===== config.mk =====
export PLATFORM = sky130hd
export DESIGN_NAME = hbm_useq
export DESIGN_NICKNAME = d
export VERILOG_FILES = /design/src/rtl/hbm_pkg.sv /design/src/rtl/hbm_useq.sv
export SDC_FILE = /design/constraint.sdc
export NUM_CORES = 1
export LEC_CHECK = 0
export ABC_AREA = 1
export BUFFER_PORTS_ARGS = -buffer_cell sky130_fd_sc_hd__clkbuf_2
export CAP_MARGIN = 40
export CORE_ASPECT_RATIO = 0.8
export CORE_MARGIN = 5
export CORE_UTILIZATION = 25
export CTS_CLUSTER_SIZE = 25
export DETAILED_ROUTE_END_ITERATION = 16
export PLACE_DENSITY = 0.59
export SLEW_MARGIN = 20
export SYNTH_ARGS = -nofsm -noshare
export SYNTH_HDL_FRONTEND = slang
export SYNTH_SLANG_ARGS = --single-unit

===== constraint.sdc =====
create_clock -name clk -period 2.4 [get_ports clk]
set_input_delay 0.6 -clock clk [delete_from_list [all_inputs] [get_ports clk]]
set_output_delay 0.6 -clock clk [all_outputs]
set_load 0.1 [all_outputs]

===== src/rtl/hbm_pkg.sv =====
// Shared types, codes and the microprogram of the handheld bus memory map.
// No dependencies; every other file in rtl/ uses this package by scoped names.
`default_nettype none

package hbm_pkg;

  localparam int unsigned SHADOW_BYTES_DEF = 256;
  localparam int unsigned BUS_DEPTH        = 65536;
  localparam int unsigned BYTE_W           = 8;

  typedef struct packed {
    logic [2:0]  action;
    logic [15:0] address;
    logic [15:0] write_data;
  } hbm_in_t;

  typedef struct packed {
    logic [15:0] read_data;
    logic        serial_valid;
    logic [7:0]  serial_byte;
    logic        tile_dirty;
  } hbm_out_t;

  localparam logic [2:0] ACT_READ_BYTE   = 3'd0;
  localparam logic [2:0] ACT_WRITE_BYTE  = 3'd1;
  localparam logic [2:0] ACT_READ_WORD   = 3'd2;
  localparam logic [2:0] ACT_WRITE_WORD  = 3'd3;
  localparam logic [2:0] ACT_RAW_LOAD    = 3'd4;
  localparam logic [2:0] ACT_SHADOW_LOAD = 3'd5;
  localparam logic [2:0] ACT_CLEAR_DIRTY = 3'd6;

  localparam logic [15:0] ECHO_LO   = 16'hE000;
  localparam logic [15:0] ECHO_HI   = 16'hFE00;
  localparam logic [15:0] ECHO_OFS  = 16'h2000;
  localparam logic [15:0] VRAM_LO   = 16'h8000;
  localparam logic [15:0] VRAM_HI   = 16'hA000;
  localparam logic [15:0] SER_DATA  = 16'hFF01;
  localparam logic [15:0] SER_CTRL  = 16'hFF02;
  localparam logic [15:0] TIMER_DIV = 16'hFF04;
  localparam logic [15:0] BOOT_OFF  = 16'hFF50;
  localparam int unsigned SER_START_BIT = 7;

  localparam int unsigned PWR_COUNT = 28;
  localparam logic [4:0]  PWR_LAST  = 5'(PWR_COUNT - 1);

  // microprogram step addresses
  typedef enum logic [3:0] {
    ST_IDLE, ST_RB0, ST_RB1, ST_RW0, ST_RW1, ST_RW2, ST_BW0, ST_BW1,
    ST_CP0, ST_CP1, ST_PW0, ST_RAW0, ST_SL0, ST_SL1, ST_CLR0, ST_NOP
  } hbm_step_t;

  typedef enum logic [1:0] {BRD_NONE, BRD_CUR, BRD_SER} hbm_brd_t;
  typedef enum logic [2:0] {BWR_NONE, BWR_CUR, BWR_ECHO, BWR_RAW, BWR_COPY, BWR_PWR} hbm_bwr_t;
  typedef enum logic [1:0] {SH_NONE, SH_WRITE, SH_READ} hbm_sh_t;
  typedef enum logic [1:0] {CAP_NONE, CAP_LO, CAP_HI, CAP_SER} hbm_cap_t;
  typedef enum logic [1:0] {FLG_NONE, FLG_VIDEO, FLG_CLR} hbm_flg_t;
  typedef enum logic [1:0] {CNT_HOLD, CNT_CLR, CNT_INC} hbm_cnt_t;
  typedef enum logic [1:0] {CND_NEVER, CND_UNMAP, CND_COPY, CND_PWR} hbm_cnd_t;
  typedef enum logic [1:0] {END_NEXT, END_DONE, END_RET} hbm_end_t;

  typedef struct packed {
    hbm_brd_t  brd;
    hbm_bwr_t  bwr;
    hbm_sh_t   sh;
    hbm_cap_t  cap;
    hbm_flg_t  flg;
    logic      cur_hi;
    hbm_cnt_t  cnt;
    hbm_cnt_t  pidx;
    hbm_cnd_t  cnd;
    hbm_step_t target;
    hbm_end_t  fin;
  } hbm_uword_t;

  typedef struct packed {
    hbm_uword_t uw;
    logic       run;
    logic       dispatch;
    logic       ret;
    logic       finish;
  } hbm_ctl_t;

  typedef struct packed {
    logic unmap;
    logic copy_more;
    logic pwr_more;
    logic pending;
    logic out_full;
  } hbm_status_t;

  localparam hbm_uword_t UW_NOP = '{
    brd: BRD_NONE, bwr: BWR_NONE, sh: SH_NONE, cap: CAP_NONE, flg: FLG_NONE,
    cur_hi: 1'b0, cnt: CNT_HOLD, pidx: CNT_HOLD, cnd: CND_NEVER,
    target: ST_IDLE, fin: END_NEXT
  };

  function automatic hbm_uword_t hbm_ucode(input hbm_step_t step);
    hbm_uword_t w;
    w = UW_NOP;
    case (step)
      ST_RB0:  w.brd = BRD_CUR;
      ST_RB1: begin
        w.cap = CAP_LO;
        w.fin = END_DONE;
      end
      ST_RW0: begin
        w.brd    = BRD_CUR;
        w.cur_hi = 1'b1;
      end
      ST_RW1: begin
        w.cap = CAP_LO;
        w.brd = BRD_CUR;
      end
      ST_RW2: begin
        w.cap = CAP_HI;
        w.fin = END_DONE;
      end
      ST_BW0: begin
        w.bwr = BWR_CUR;
        w.brd = BRD_SER;
        w.flg = FLG_VIDEO;
      end
      ST_BW1: begin
        w.bwr    = BWR_ECHO;
        w.cap    = CAP_SER;
        w.cnt    = CNT_CLR;
        w.pidx   = CNT_CLR;
        w.cnd    = CND_UNMAP;
        w.target = ST_CP0;
        w.fin    = END_RET;
      end
      ST_CP0: begin
        w.sh  = SH_READ;
        w.cnt = CNT_INC;
      end
      ST_CP1: begin
        w.bwr    = BWR_COPY;
        w.sh     = SH_READ;
        w.cnt    = CNT_INC;
        w.cnd    = CND_COPY;
        w.target = ST_CP1;
      end
      ST_PW0: begin
        w.bwr    = BWR_PWR;
        w.pidx   = CNT_INC;
        w.cnd    = CND_PWR;
        w.target = ST_PW0;
        w.fin    = END_RET;
      end
      ST_RAW0: begin
        w.bwr = BWR_RAW;
        w.fin = END_DONE;
      end
      ST_SL0:  w.fin = END_NEXT;
      ST_SL1: begin
        w.sh  = SH_WRITE;
        w.fin = END_DONE;
      end
      ST_CLR0: begin
        w.flg = FLG_CLR;
        w.fin = END_DONE;
      end
      ST_NOP:  w.fin = END_DONE;
      default: w = UW_NOP;
    endcase
    return w;
  endfunction

  function automatic hbm_step_t hbm_entry(input logic [2:0] action);
    hbm_step_t s;
    case (action)
      ACT_READ_BYTE:   s = ST_RB0;
      ACT_WRITE_BYTE:  s = ST_BW0;
      ACT_READ_WORD:   s = ST_RW0;
      ACT_WRITE_WORD:  s = ST_BW0;
      ACT_RAW_LOAD:    s = ST_RAW0;
      ACT_SHADOW_LOAD: s = ST_SL0;
      ACT_CLEAR_DIRTY: s = ST_CLR0;
      default:         s = ST_NOP;
    endcase
    return s;
  endfunction

  // power-up register image written after the boot shadow copy
  function automatic logic [15:0] hbm_pwr_addr(input logic [4:0] idx);
    logic [15:0] a;
    case (idx)
      5'd0:  a = 16'hFF10;
      5'd1:  a = 16'hFF11;
      5'd2:  a = 16'hFF12;
      5'd3:  a = 16'hFF14;
      5'd4:  a = 16'hFF16;
      5'd5:  a = 16'hFF17;
      5'd6:  a = 16'hFF19;
      5'd7:  a = 16'hFF1A;
      5'd8:  a = 16'hFF1B;
      5'd9:  a = 16'hFF1C;
      5'd10: a = 16'hFF1E;
      5'd11: a = 16'hFF20;
      5'd12: a = 16'hFF21;
      5'd13: a = 16'hFF22;
      5'd14: a = 16'hFF23;
      5'd15: a = 16'hFF24;
      5'd16: a = 16'hFF25;
      5'd17: a = 16'hFF26;
      5'd18: a = 16'hFF40;
      5'd19: a = 16'hFF42;
      5'd20: a = 16'hFF43;
      5'd21: a = 16'hFF45;
      5'd22: a = 16'hFF47;
      5'd23: a = 16'hFF48;
      5'd24: a = 16'hFF49;
      5'd25: a = 16'hFF4A;
      5'd26: a = 16'hFF4B;
      5'd27: a = 16'hFFFF;
      default: a = 16'hFFFF;
    endcase
    return a;
  endfunction

  function automatic logic [7:0] hbm_pwr_val(input logic [4:0] idx);
    logic [7:0] v;
    case (idx)
      5'd0:  v = 8'h80;
      5'd1:  v = 8'hBF;
      5'd2:  v = 8'hF3;
      5'd3:  v = 8'hBF;
      5'd4:  v = 8'h3F;
      5'd5:  v = 8'h00;
      5'd6:  v = 8'hBF;
      5'd7:  v = 8'h7F;
      5'd8:  v = 8'hFF;
      5'd9:  v = 8'h9F;
      5'd10: v = 8'hBF;
      5'd11: v = 8'hFF;
      5'd12: v = 8'h00;
      5'd13: v = 8'h00;
      5'd14: v = 8'hBF;
      5'd15: v = 8'h77;
      5'd16: v = 8'hF3;
      5'd17: v = 8'hF1;
      5'd18: v = 8'h91;
      5'd22: v = 8'hFC;
      5'd23: v = 8'hFF;
      5'd24: v = 8'hFF;
      default: v = 8'h00;
    endcase
    return v;
  endfunction

endpackage

`default_nettype wire


===== src/rtl/hbm_useq.sv =====
// Microcode sequencer: step counter, control-word rom and branch logic.
// Depends on hbm_pkg (step codes, control word, microprogram).
`default_nettype none

module hbm_useq (
  input  logic                 clk,
  input  logic                 rst_n,
  input  logic                 in_valid,
  input  logic [2:0]           in_action,
  input  hbm_pkg::hbm_status_t st,
  output logic                 in_ready,
  output hbm_pkg::hbm_ctl_t    ctl
);

  hbm_pkg::hbm_step_t  pc_r, pc_nxt;
  hbm_pkg::hbm_uword_t uw;
  logic is_idle, jmp, ret_pt, last, stall, run, dispatch;

  assign uw      = hbm_pkg::hbm_ucode(pc_r);
  assign is_idle = (pc_r == hbm_pkg::ST_IDLE);

  always_comb begin
    case (uw.cnd)
      hbm_pkg::CND_UNMAP: jmp = st.unmap;
      hbm_pkg::CND_COPY:  jmp = st.copy_more;
      hbm_pkg::CND_PWR:   jmp = st.pwr_more;
      default:            jmp = 1'b0;
    endcase
  end

  assign ret_pt = !jmp && (uw.fin == hbm_pkg::END_RET) && st.pending;
  assign last   = !is_idle && !jmp &&
                  ((uw.fin == hbm_pkg::END_DONE) ||
                   ((uw.fin == hbm_pkg::END_RET) && !st.pending));
  // final step waits while the result register is still occupied
  assign stall    = last && st.out_full;
  assign run      = !is_idle && !stall;
  assign in_ready = is_idle || (last && !st.out_full);
  assign dispatch = in_valid && in_ready;

  always_comb begin
    pc_nxt = pc_r;
    if (dispatch) begin
      pc_nxt = hbm_pkg::hbm_entry(in_action);
    end else if (run) begin
      if (jmp) begin
        pc_nxt = uw.target;
      end else if (ret_pt) begin
        pc_nxt = hbm_pkg::ST_BW0;
      end else if (last) begin
        pc_nxt = hbm_pkg::ST_IDLE;
      end else begin
        pc_nxt = hbm_pkg::hbm_step_t'(pc_r + 4'd1);
      end
    end
  end

  always_ff @(posedge clk) begin
    if (!rst_n) begin
      pc_r <= hbm_pkg::ST_IDLE;
    end else begin
      pc_r <= pc_nxt;
    end
  end

  assign ctl.uw       = uw;
  assign ctl.run      = run;
  assign ctl.dispatch = dispatch;
  assign ctl.ret      = run && ret_pt;
  assign ctl.finish   = last && !stall;

endmodule

`default_nettype wire


==> summary.txt <==
Timing
  • Clk_skew: a little under 0.7 ps
  • Final setup viols: 2
  • Max frequency: a little over 400 MHz
  • RSZ-0062 raised after global routing: true
  • Final setup TNS: -41.7 ps
  • Final Critical Period: ~2400 ps
  • Pin slew with the least headroom to its limit: around 540 ps
  • Final Slew Violations: 0
  • Relative slew slack: between 60% and 70%
  • Final Hold Viols: 0
  • Period Utilization, post-route: 101%
  • Setup slack after layout: -35.7 ps

Synth
  • Post-synth cell types: 27
  • FF+latch count, synth: 4
  • Seq/Total Area, Yosys: 9.60%
  • Syn Inst Count: between 100 and 150
  • Mapped cell area: 835 µm²
  • Syn Area/Cell: 6.32 µm²
  • Synth warn: 0
  • EDFF count, synth: 0
  • FFs w/ async S/R, synth: 0%
  • Net Count, Synth: about 150
  • Main synth FF type: dfxtp_1

GRT
  • Vias in the first global route: just under 1,000
  • Global-route wire length before repair: 4.16 mm
  • Total track usage: 11.4%
  • Initial antenna violation count: 0
  • Largest net degree at the start of global routing: 9
  • Gr ovfl total: 0

Clocking
  • Post-cts hold buffer count: 0
  • Clk buf depth: 2
  • Clk slew on worst S/H paths: roughly 30 ps
  • H-tree Lvls: 1
  • # clock sinks: 4
  • Num CTS Buffers: 3
  • Clock root buffer: clkbuf_8
  • CTS tree: built
  • Later-pin clock latency in the skew report: 210 ps

Setup path
  • CP bufs+invs: 5
  • Critical Path AT: 1840 ps
  • CP endpoint kind: output pin
  • Setup CP Type: reg2out
  • Max incr delay on CP: roughly 390 ps
  • CP Max Fanout: 4
  • Startpoint Class: register
  • CP delay by family, top: buffers and inverters
  • Setup slack, reg-to-reg: ~350 ps
  • CP Data Required Time: between 1500 and 2000 ps
  • CP cell instances: inv_4, buf_4, ha_1, inv_2, nor2_4, nor2_4, nand3_4, nand2_8, nand2_8, inv_4, buf_12
  • Crit path max-delay cell type: dfxtp_4

Job
  • Max cap viols: 0

Cells and area
  • Layout cells sized above 1: between 60 and 70%
  • # diodes: 0
  • Layout Nets: 209
  • Top reg by flops: pc_r
  • Fin area: about 1700 µm²
  • Biggest regs: pc_r: 4 flops
  • Multi-input logic area: 729 µm²
  • Final cell count without fillers: ~230
  • FF/Latch Area: just over 90 µm²
  • Most frequent cells in the layout: buf_4, nand2_1, inv_1
  • Area growth syn-to-layout: 102%
  • Fillcell total: 304
  • Commonest non-fill, non-tap cell in the layout: buf_4
  • Max reg flops: 4

Floorplan
  • I/O pins: 40
  • Chip height: about 62 µm
  • # rows: 18
  • Die ar.: about 4600 µm²
  • Core Region: roughly 3200 µm²
  • Die X: roughly 75 µm
  • Starting Density: 26.5%

Routing
  • Via density: around 4.4
  • Drc violations: 0
  • DRT iter0 DRCs: 47
  • Final wirelength: roughly 2.6 mm
  • Vias: 1,029
  • Drt first pass iters: 4
  • WL per Instance: roughly 11 µm
  • Routed Antenna Nets: 0

Placement
  • Placed cells: ~210
  • Port-buffer cells: 38
  • Gpl congestion: a little over 0.8
  • Post-DP HPWL: 2.12 mm
  • Pre-CTS WS: around 38 ps
  • DP Area: between 1000 and 1500 µm²

Outcome
  • Status: complete, but fails checks
  • Failing checks: negative setup slack

Worst hold path
  • Hold Crit Class: in2reg
-- stage by stage --
stage                     utilization (%)  hold slack, ps
after floorplan                         -             577
after global placement               46.6             612
after detailed placement             46.6             614
after CTS                            52.4             608
after global routing                 53.5             637
final                                53.5             610
-- cell type report --
type                       count  share of cell area (%)
inverter                      29                    8.45
clock buffer                   3                    2.45
sequential                     4                    5.49
tap                           40                    2.97
multi-input combinational     92                    43.2
timing repair buffer          64                    37.4
-- worst reg2reg max path: cells and delay by family, from the launching register on --
kind | cells | cell delay, ps
adder cells (fa/ha/maj) | 1 | 230
AND/OR/NAND/NOR | 8 | 710
flip-flops | 1 | 390
buffers and inverters | 6 | 620
-- cells by family after synthesis --
group / share of synthesized area (%)
compound gates: 10.6
flops: 9.60
xor+xnor: 2.10
simple gates: 49.8
fa+ha+maj: 6.00
buf+inv: 21.4
other cells: 0.449
-- synthesized netlist by cell type, types with 3 or more instances --
cell type  number  share of area, %
a21oi_1         5               3.0
buf_4           5               4.5
dfxtp_1         4               9.6
ha_1            4               6.0
inv_1          23                10
inv_2           3               1.3
nand2_1        23                10
nand2_2         9               6.7
nand2_4         3               4.0
nand3_1        14               8.4
nand3_4         3               6.3
nand4_1         3               2.2
nor2_1          8               3.6
nor2_4          4               5.4
o211ai_1        3               2.7
-- path summary, 6_finish.rpt --
kind | cells past startpoint | startpoint | endpoint
max | 11 | pc_r[0] | ctl[2]
min | 3 | rst_n | pc_r[0]
max reg2reg | 15 | pc_r[0] | pc_r[1]
min reg2reg | 3 | pc_r[3] | pc_r[3]
-- metal layers --
metal / vias up / part of all wire [%] / track usage [%]
met2: 34 / 47 / 19.8
met5: - / 0 / 0
li1: 534 / - / -
met3: 2 / 9.3 / 2.94
met4: 0 / 0.58 / 1.52
met1: 459 / 43 / 14.6
-- repair_timing --
| item | in CTS | in global routing |
|---|---|---|
| setup buffers | 13 | 3 |
| resized for setup | 13 | 5 |
| pin swaps | 10 | 9 |
| gates cloned | 0 | 0 |
| endpoints found under the setup margin | 8 | 5 |
Power is left out: the tool's default activity adds up to more than one toggle a clock period on the data nets, which glitch-free logic cannot reach.
